==> config.mk <==
export PLATFORM = sky130hd
export DESIGN_NAME = page_extent_allocator_unit
export DESIGN_NICKNAME = d
export VERILOG_FILES = /design/src/pea_pkg.sv /design/src/page_extent_allocator_unit.sv /design/src/pea_cell.sv
export SDC_FILE = /design/constraint.sdc
export NUM_CORES = 2
export LEC_CHECK = 0
export BUFFER_PORTS_ARGS = -buffer_cell sky130_fd_sc_hd__buf_4
export CAP_MARGIN = 20
export CORE_ASPECT_RATIO = 1.5
export CORE_MARGIN = 2
export CORE_UTILIZATION = 62
export CTS_CLUSTER_DIAMETER = 100
export DETAILED_ROUTE_END_ITERATION = 12
export GPL_TIMING_DRIVEN = 0
export HOLD_SLACK_MARGIN = 0.12
export PLACE_DENSITY = 0.75
export SYNTH_ARGS = -nofsm -noshare
export SYNTH_HDL_FRONTEND = slang
export SYNTH_SLANG_ARGS = --single-unit
==> constraint.sdc <==
create_clock -name clk -period 97.3 [get_ports clk]
set_input_delay 9.73 -clock clk [delete_from_list [all_inputs] [get_ports clk]]
set_output_delay 9.73 -clock clk [all_outputs]
set_load 0.02 [all_outputs]
==> src/pea_pkg.sv <==
`default_nettype none
package pea_pkg;

  localparam int PAGE_BITS   = 20;
  localparam int COUNT_BITS  = PAGE_BITS + 1;
  localparam int MAX_RECORDS_DEF = 64;

  localparam logic [1:0] REC_EMPTY = 2'd0;
  localparam logic [1:0] REC_FREE  = 2'd1;
  localparam logic [1:0] REC_USED  = 2'd2;

  localparam logic [1:0] ST_OK       = 2'd0;
  localparam logic [1:0] ST_NOSPACE  = 2'd1;
  localparam logic [1:0] ST_NOTFOUND = 2'd2;
  localparam logic [1:0] ST_POOLFULL = 2'd3;

  localparam logic [1:0] KIND_ALLOC   = 2'd0;
  localparam logic [1:0] KIND_FREE    = 2'd1;
  localparam logic [1:0] KIND_RESTART = 2'd2;

  localparam logic [1:0] POL_BEST  = 2'd1;
  localparam logic [1:0] POL_WORST = 2'd2;

  localparam logic [1:0] CFG_POLICY = 2'd0;
  localparam logic [1:0] CFG_START  = 2'd1;
  localparam logic [1:0] CFG_COUNT  = 2'd2;

  typedef struct packed {
    logic [1:0]            kind;
    logic [COUNT_BITS-1:0] page_count;
    logic [PAGE_BITS-1:0]  block_start;
  } req_t;

  typedef struct packed {
    logic [1:0]            status;
    logic [PAGE_BITS-1:0]  start_page;
    logic [COUNT_BITS-1:0] free_pages_left;
  } res_t;

  typedef struct packed {
    logic [1:0]            status;
    logic [PAGE_BITS-1:0]  start;
    logic [COUNT_BITS-1:0] len;
  } rec_t;

endpackage
`default_nettype wire

==> src/page_extent_allocator_unit.sv <==
`default_nettype none
// Allocate scans the ring for a fit, then rewrites it; free scans for the block and its lower
// neighbour, then its upper one, then rewrites; restart only rewrites. No fit, a full pool or
// an unknown start ends after the first scan; a zero or oversized allocate or an unknown kind
// skips the ring. One item is in work at a time; the next is taken the cycle after its result
// is loaded, and a stalled result holds the unit. The record ring rotates once per pass. Reset
// (synchronous, rst_n low) empties every record and zeroes the free total and config registers.
module page_extent_allocator_unit
  import pea_pkg::*;
#(
  parameter int MAX_RECORDS = MAX_RECORDS_DEF
) (
  input  wire logic                  clk,
  input  wire logic                  rst_n,
  input  wire logic                  in_valid,
  output logic                       in_stall,
  input  wire req_t                  in_data,
  output logic                       out_valid,
  input  wire logic                  out_stall,
  output res_t                       out_data,
  input  wire logic                  cfg_we,
  input  wire logic [1:0]            cfg_idx,
  input  wire logic [COUNT_BITS-1:0] cfg_wdata
);

  localparam int IDXW = $clog2(MAX_RECORDS);
  localparam logic [IDXW-1:0] LAST_IDX = IDXW'(MAX_RECORDS - 1);

  typedef enum logic [2:0] {
    S_IDLE, S_FIT, S_FITCHK, S_FIND, S_FINDCHK, S_HI, S_APPLY, S_DONE
  } state_t;

  state_t state_r;

  logic [1:0]            policy_r;
  logic [PAGE_BITS-1:0]  mem_start_r;
  logic [COUNT_BITS-1:0] mem_count_r;
  logic [COUNT_BITS-1:0] total_r;

  logic [1:0]            kind_r;
  logic [COUNT_BITS-1:0] n_r;
  logic [PAGE_BITS-1:0]  a_r;
  logic [IDXW-1:0]       t_r;

  logic                  best_vld_r, emp_vld_r, k_vld_r, lo_vld_r, hi_vld_r;
  logic [IDXW-1:0]       best_idx_r, emp_idx_r, k_idx_r, lo_idx_r, hi_idx_r;
  logic [COUNT_BITS-1:0] best_len_r, k_len_r, lo_len_r, hi_len_r;
  logic [PAGE_BITS-1:0]  best_start_r;

  res_t res_r;
  logic out_valid_r;
  res_t out_data_r;

  rec_t ring_q [MAX_RECORDS];
  rec_t head, wb;
  logic shift_en;

  assign shift_en = (state_r == S_FIT) || (state_r == S_FIND) || (state_r == S_HI) ||
                    (state_r == S_APPLY);

  genvar gi;
  generate
    for (gi = 0; gi < MAX_RECORDS; gi++) begin : g_cell
      rec_t d;
      if (gi == MAX_RECORDS - 1) begin : g_tail
        assign d = wb;
      end else begin : g_mid
        assign d = ring_q[gi+1];
      end
      pea_cell u_cell (
        .clk      (clk),
        .rst_n    (rst_n),
        .shift_en (shift_en),
        .d_in     (d),
        .q        (ring_q[gi])
      );
    end
  endgenerate

  assign head = ring_q[0];

  logic [PAGE_BITS+1:0]  head_end, k_end;
  logic                  fits, take;
  logic [COUNT_BITS-1:0] room, rs_count;
  logic                  split;
  logic                  bad_alloc;

  assign head_end  = {2'b00, head.start} + {1'b0, head.len};
  assign k_end     = {2'b00, a_r} + {1'b0, k_len_r};
  assign fits      = (head.status == REC_FREE) && (head.len >= n_r);
  assign room      = {1'b1, {PAGE_BITS{1'b0}}} - {1'b0, mem_start_r};
  assign rs_count  = (mem_count_r > room) ? room : mem_count_r;
  assign split     = (best_len_r != n_r);
  assign bad_alloc = (in_data.page_count == '0) || (in_data.page_count > total_r);

  always_comb begin
    unique case (policy_r)
      POL_BEST:  take = (head.len < best_len_r) ||
                        ((head.len == best_len_r) && (head.start < best_start_r));
      POL_WORST: take = (head.len > best_len_r) ||
                        ((head.len == best_len_r) && (head.start < best_start_r));
      default:   take = head.start < best_start_r;
    endcase
  end

  // record written back into the tail of the ring
  always_comb begin
    wb = head;
    if (state_r == S_APPLY) begin
      priority case (kind_r)
        KIND_ALLOC: begin
          if (t_r == best_idx_r) begin
            if (!split) begin
              wb.status = REC_USED;
            end else begin
              wb.start = head.start + n_r[PAGE_BITS-1:0];
              wb.len   = head.len - n_r;
            end
          end else if (split && (t_r == emp_idx_r)) begin
            wb.status = REC_USED;
            wb.start  = best_start_r;
            wb.len    = n_r;
          end
        end
        KIND_FREE: begin
          if (t_r == k_idx_r) begin
            if (lo_vld_r) begin
              wb.status = REC_EMPTY;
            end else begin
              wb.status = REC_FREE;
              wb.len    = k_len_r + (hi_vld_r ? hi_len_r : '0);
            end
          end else if (lo_vld_r && (t_r == lo_idx_r)) begin
            wb.len = lo_len_r + k_len_r + (hi_vld_r ? hi_len_r : '0);
          end else if (hi_vld_r && (t_r == hi_idx_r)) begin
            wb.status = REC_EMPTY;
          end
        end
        default: begin
          if ((t_r == '0) && (rs_count != '0)) begin
            wb.status = REC_FREE;
            wb.start  = mem_start_r;
            wb.len    = rs_count;
          end else begin
            wb.status = REC_EMPTY;
          end
        end
      endcase
    end
  end

  always_ff @(posedge clk) begin
    if (!rst_n) begin
      policy_r    <= '0;
      mem_start_r <= '0;
      mem_count_r <= '0;
    end else if (cfg_we) begin
      priority case (cfg_idx)
        CFG_POLICY: policy_r    <= cfg_wdata[1:0];
        CFG_START:  mem_start_r <= cfg_wdata[PAGE_BITS-1:0];
        CFG_COUNT:  mem_count_r <= cfg_wdata;
        default: ;
      endcase
    end
  end

  always_ff @(posedge clk) begin
    if (!rst_n) begin
      state_r     <= S_IDLE;
      total_r     <= '0;
      out_valid_r <= 1'b0;
      t_r         <= '0;
    end else begin
      // in S_DONE the output register is reloaded below
      if (out_valid_r && !out_stall && (state_r != S_DONE)) begin
        out_valid_r <= 1'b0;
      end
      if (shift_en) begin
        t_r <= (t_r == LAST_IDX) ? '0 : t_r + 1'b1;
      end
      unique case (state_r)
        S_IDLE: begin
          if (in_valid) begin
            kind_r     <= in_data.kind;
            n_r        <= in_data.page_count;
            a_r        <= in_data.block_start;
            best_vld_r <= 1'b0;
            emp_vld_r  <= 1'b0;
            k_vld_r    <= 1'b0;
            lo_vld_r   <= 1'b0;
            hi_vld_r   <= 1'b0;
            t_r        <= '0;
            res_r      <= '{status: ((in_data.kind == KIND_ALLOC) && bad_alloc) ?
                                    ST_NOSPACE : ST_OK,
                            start_page: '0, free_pages_left: total_r};
            unique case (in_data.kind)
              KIND_ALLOC:   state_r <= bad_alloc ? S_DONE : S_FIT;
              KIND_FREE:    state_r <= S_FIND;
              KIND_RESTART: state_r <= S_APPLY;
              default:      state_r <= S_DONE;
            endcase
          end
        end
        S_FIT: begin
          if (fits && (!best_vld_r || take)) begin
            best_vld_r   <= 1'b1;
            best_idx_r   <= t_r;
            best_len_r   <= head.len;
            best_start_r <= head.start;
          end
          if (!emp_vld_r && (head.status == REC_EMPTY)) begin
            emp_vld_r <= 1'b1;
            emp_idx_r <= t_r;
          end
          if (t_r == LAST_IDX) begin
            state_r <= S_FITCHK;
          end
        end
        S_FITCHK: begin
          if (!best_vld_r) begin
            res_r.status <= ST_NOSPACE;
            state_r      <= S_DONE;
          end else if (split && !emp_vld_r) begin
            res_r.status <= ST_POOLFULL;
            state_r      <= S_DONE;
          end else begin
            state_r <= S_APPLY;
          end
        end
        S_FIND: begin
          if (!k_vld_r && (head.status == REC_USED) && (head.start == a_r)) begin
            k_vld_r <= 1'b1;
            k_idx_r <= t_r;
            k_len_r <= head.len;
          end
          if (!lo_vld_r && (head.status == REC_FREE) && (head_end == {2'b00, a_r})) begin
            lo_vld_r <= 1'b1;
            lo_idx_r <= t_r;
            lo_len_r <= head.len;
          end
          if (t_r == LAST_IDX) begin
            state_r <= S_FINDCHK;
          end
        end
        S_FINDCHK: begin
          if (!k_vld_r) begin
            res_r.status <= ST_NOTFOUND;
            state_r      <= S_DONE;
          end else begin
            state_r <= S_HI;
          end
        end
        S_HI: begin
          if (!hi_vld_r && (head.status == REC_FREE) && ({2'b00, head.start} == k_end)) begin
            hi_vld_r <= 1'b1;
            hi_idx_r <= t_r;
            hi_len_r <= head.len;
          end
          if (t_r == LAST_IDX) begin
            state_r <= S_APPLY;
          end
        end
        S_APPLY: begin
          if (t_r == LAST_IDX) begin
            state_r <= S_DONE;
            priority case (kind_r)
              KIND_ALLOC: begin
                total_r <= total_r - n_r;
                res_r   <= '{status: ST_OK, start_page: best_start_r,
                             free_pages_left: total_r - n_r};
              end
              KIND_FREE: begin
                total_r <= total_r + k_len_r;
                res_r   <= '{status: ST_OK, start_page: '0,
                             free_pages_left: total_r + k_len_r};
              end
              default: begin
                total_r <= rs_count;
                res_r   <= '{status: ST_OK, start_page: '0, free_pages_left: rs_count};
              end
            endcase
          end
        end
        S_DONE: begin
          if (!out_valid_r || !out_stall) begin
            out_valid_r <= 1'b1;
            out_data_r  <= res_r;
            state_r     <= S_IDLE;
          end
        end
        default: state_r <= S_IDLE;
      endcase
    end
  end

  assign in_stall  = (state_r != S_IDLE);
  assign out_valid = out_valid_r;
  assign out_data  = out_data_r;

endmodule
`default_nettype wire

==> src/pea_cell.sv <==
`default_nettype none
module pea_cell
  import pea_pkg::*;
(
  input  wire logic clk,
  input  wire logic rst_n,
  input  wire logic shift_en,
  input  wire rec_t d_in,
  output rec_t      q
);

  logic [1:0]            status_r;
  logic [PAGE_BITS-1:0]  start_r;
  logic [COUNT_BITS-1:0] len_r;

  always_ff @(posedge clk) begin
    if (!rst_n) begin
      status_r <= REC_EMPTY;
    end else if (shift_en) begin
      status_r <= d_in.status;
    end
  end

  always_ff @(posedge clk) begin
    if (shift_en) begin
      start_r <= d_in.start;
      len_r   <= d_in.len;
    end
  end

  assign q = '{status: status_r, start: start_r, len: len_r};

endmodule
`default_nettype wire

# After elaboration in Yosys (flattened, before gate mapping)
# Cells that the tools add are included.
# totals
register_bits	3094
out_inout_bits	45
elab_cells	407
# classes
add_sub_neg	11
order_cmp	6
n_eq_ne	41
mux	60
reduce_logical	66
# ops
op	count
2-to-1 mux 43 bit	5
case mux 41 bit (2 select lines)	2
2-to-1 mux 21 bit	5
adder 21 bit	4
case mux 21 bit (2 select lines)	2
2-to-1 mux 41 bit	2
greater-than comparator 21 bit	3
adder 20 x 21 -> 22 bit	2
subtractor 21 bit	2
case mux 20 bit (2 select lines)	1
equality test 6 bit	5
2-to-1 mux 3 bit	8
2-to-1 mux 6 bit	4
case mux 3 bit (8 select lines)	1
AND reduction 4 bit	6
equality test 20 x 22 -> 1 bit	1
equality test 22 x 20 -> 1 bit	1
equality test 21 bit	1
>= comparator 21 bit	1
logical NOT 21 bit	1
less-than comparator 21 bit	1
inequality test 21 bit	1
AND reduction 3 bit	7
nonzero test 21 bit	1
other kinds (31)	117

# Longest topological paths before layout
# logic_depth
ltp_word	8
ltp_mapped	21

# By module
# A second synthesis with hierarchy kept.
# hier_totals
cells_unflattened	5881
hier_area_um2	109707.7
# by_module_without_submodules
module	n_inst	cells_each	area_each_um2
pea_cell	64	47	1303.8
page_extent_allocator_unit	1	2873	26267.7

# Worst setup path before layout
# Ideal clock, no wire load.
# synth_path
path_type	register -> register
startpoint	register state_r[2]
endpoint	register g_cell[0].u_cell.len_r[0] (enable)
setup_time_ns	4.026
arrival_time_ns	71.830
slack_ns	21.444
path_stages_with_launch	6
n_path_buf	2
synth_period_minus_slack_ns	75.856
path_cell_list	dfxtp_1 -> clkbuf_1 -> nand3_1 -> and2_1 -> clkinv_1 -> clkbuf_1
# synth_via
elab_chain_cells	4
elab_cells_between_ends	7
cone_classes	eq/ne (4); reduce/logical (3)
# synth_lines
item	line	source
start, declared	page_extent_allocator_unit.sv:33	state_t state_r;
start signal, assigned	page_extent_allocator_unit.sv:197	KIND_ALLOC: state_r <= bad_alloc ? S_DONE : S_FIT;
equality test 3 x 1 -> 1 bit or equality test 3 x 2 -> 1 bit (tied branches)	page_extent_allocator_unit.sv:58	assign shift_en = (state_r == S_FIT) || (state_r == S_FIND) || (state_r == S_HI) ||
logical OR 1 bit (2 in series)	page_extent_allocator_unit.sv:58	
logical OR 1 bit (*)	page_extent_allocator_unit.sv:58	
end signal, assigned	pea_cell.sv:27	len_r <= d_in.len;
end, declared	pea_cell.sv:14	logic [COUNT_BITS-1:0] len_r;
# Every way passes the cells marked *; elsewhere a longest branch is shown, timed or not.
# A chain may end at the register's enable or synchronous reset.

# Worst setup path in the final report
# layout_path
startpoint	register state_r[1]
endpoint	output port in_stall
# layout_via
elab_chain_cells	1
# layout_lines
item	line	source
nonzero test 3 bit	page_extent_allocator_unit.sv:296	assign in_stall = (state_r != S_IDLE);
end, declared	page_extent_allocator_unit.sv:16	output logic in_stall,
# No other way between the ends.

==> flow_summary.yaml <==
run_status:
  status: "completed"
timing:
  fin_skew_ns: 0.128
  tightest_slew_ns: 1.18
  finalMaxSlewViolations: 0
  rsz0062_at_grt: "false"
  period_needed_ns: 12.44
  slew_headroom_pct: 21.5
  setup_violations: 0
  finalHoldViolations: 0
  fin_crit_sh_pct: 12.8
  clock.fmax_ghz: 0.0804
  tns_ns: 0
synth:
  syn_area_per_cell_um2: 18.1
  ys.flop_type: "edfxtp_1"
  syn_area_mm2: 0.110
  synth_fp_nets: 6410
  seq_area_frac_synth_pct: 83.0
  synthArstFlopShare_pct: 0
  ys_warn_count: 0
  ys_seq_elements: 3094
  postSynthCellCount: 6063
  synth_edf_count: 2892
  synth_cell_types: 89
run:
  maxCapViolCount: 0
placed_design:
  hpwl_mm: 166
  gp_congestion: 0.999
  port_buffers: 115
clock_network:
  cts_resized: 0
  cts_sinks: 3094
  post_cts_buffers: 0
  cts-root-buf: "clkbuf_16"
  tritoncts.num_buffers: 273
  insertion_delay_ns: 0.90
  cts_tree: "yes"
  clockBufferDepth: 4
  path_clk_slew_ns: 0.08
  cts_max_level: 5
  cts_hold_buf: 0
floorplanning:
  coreArea_mm2: 0.175
  fp.dieH_um: 519
  rows: 188
  dieArea_mm2: 0.180
  pin_count: 116
  die_w_um: 347
  start_util_pct: 62.5
setup_path:
  crit_path_top_delay_cell: "clkbuf_1"
  cpMostUsedCell: "clkbuf_1"
  crit_fanout: 9
  cp_slowest_stage_delay_ns: 0.60
  worstSetupEndpointType: "output pin"
  crit_buf_inv: 3
  required_ns: 87.57
  worstPathArrival_ns: 2.71
  startpoint_type: "register"
  critPathKind: "register to output pin"
  startpoint: "state_r[1]"
  cp_top_family: "buffers and inverters"
  r2r_start: "mem_start_r[0]"
  path_cells: "clkbuf_1 > or3_1 > clkbuf_1 > buf_4"
cells_and_area:
  drive_gt1_share_pct: 9.12
  finish.net_count: 6856
  area_growth_pct: 12.8
  final_cell_mix: "edfxtp_1, nand2_1, a21oi_1, clkbuf_16, ha_1"
  final_common_cell: "edfxtp_1"
routing:
  drc_errors: 0
  ant_nets: 0
  viasPerCell: 6.13
  totalWireLength_mm: 279
  first_pass_iters: 6
  vias: 55200
  detail_route.wl_per_cell_um: 31.0
  drt_iter0_markers: 6119
grt:
  grt_overflow_total: 0
  grt_max_degree: 79
  grt_pass1_vias: 56300
  grt_pass1_wl_mm: 394
  antenna_found_initial: 10
  track_usage_pct: 30.9
power:
  ir_worst_vdd_mv: 0.0475
  p_leak_nw: 42.0
  p_per_area_mw_per_mm2: 36.0
  fin_total_pwr_mw: 4.45
hold_path:
  hold_start: "g_cell[53].u_cell.len_r[8]"
  hp-class: "register to register"
-- power breakdown --
part	switching, mW	internal, mW	leakage [nW]	total [mW]
logic	0.537	0.195	8.68	0.732
registers	0.298	2.30	29.0	2.60
clock network	0.507	0.609	4.33	1.12
-- stage by stage --
stage / area, µm² / instances / util (%) / worst slack (ns) / hold slack [ns]
floorplan: 110000 / 6063 / - / 21.44 / 0.400
global route: 123000 / 8994 / 70.5 / 84.77 / 0.328
finish: 124000 / 9003 / 70.5 / 84.86 / 0.343
CTS: 123000 / 8990 / 70.5 / 84.83 / 0.332
detailed placement: 115000 / 8511 / 65.4 / 85.18 / 0.405
global placement: 113000 / 8458 / 64.6 / 0.180 / 0.400
-- logic make-up after synthesis --
group,after synthesis,synth area share (%)
xor+xnor,243,1.96
fa+ha+maj,276,3.34
buf+inv,305,1.07
simple gates,1097,4.57
compound gates,1016,5.78
flops,3094,83.0
mux,32,0.311
-- cell type report --
type / count / area (µm²)
repair buffers: 171 / 2170
flip-flops and latches: 3094 / 90900
multi-input cells: 2664 / 17500
clock buffers: 335 / 7290
fillers: 10300 / 51700
well taps: 2280 / 2850
clock inverters: 144 / 1570
diodes: 10 / 25.0
inverters: 148 / 556
plain buffers: 157 / 619
-- layer usage --
layer | share of wire [%] | vias up | GRT usage, %
li1 | - | 24200 | -
met1 | 36 | 27700 | 37.0
met2 | 51 | 2581 | 53.0
met3 | 6.9 | 742 | 5.61
met4 | 6.5 | 4 | 17.4
met5 | 0.010 | - | 0
-- Yosys cell counts, types with 63 or more instances --
cell	count	area (µm²)
edfxtp_1	2892	86800
a21o_1	63	473
a21oi_1	412	2060
nor2_1	184	691
xor2_1	109	955
xnor2_1	133	1160
ha_1	248	3100
o21ai_0	182	911
nand3_1	65	325
nand2_1	542	2030
dfxtp_1	202	4040
inv_1	145	544
clkbuf_1	137	514
-- worst paths after layout --
| check | end | cells past startpoint | slack, ns |
|---|---|---|---|
| hold reg to reg | g_cell[52].u_cell.len_r[8] | 0 | 0.34 |
| hold / removal | g_cell[52].u_cell.len_r[8] | 0 | 0.34 |
| setup reg to reg | g_cell[63].u_cell.start_r[0] | 20 | 90.87 |
| setup / recovery | in_stall | 4 | 84.86 |
-- registers in the layout (all words and copies together) (netlist names), 20 cells and up --
signal                  count
best_start_r               20
g_cell.u_cell.start_r    1280
res_r                      43
out_data                   43
lo_len_r                   21
mem_count_r                21
g_cell.u_cell.status_r    128
k_len_r                    21
mem_start_r                20
a_r                        20
best_len_r                 21
n_r                        21
g_cell.u_cell.len_r      1344
total_r                    21
hi_len_r                   21
No activity file was read; power rests on OpenSTA's default activity.
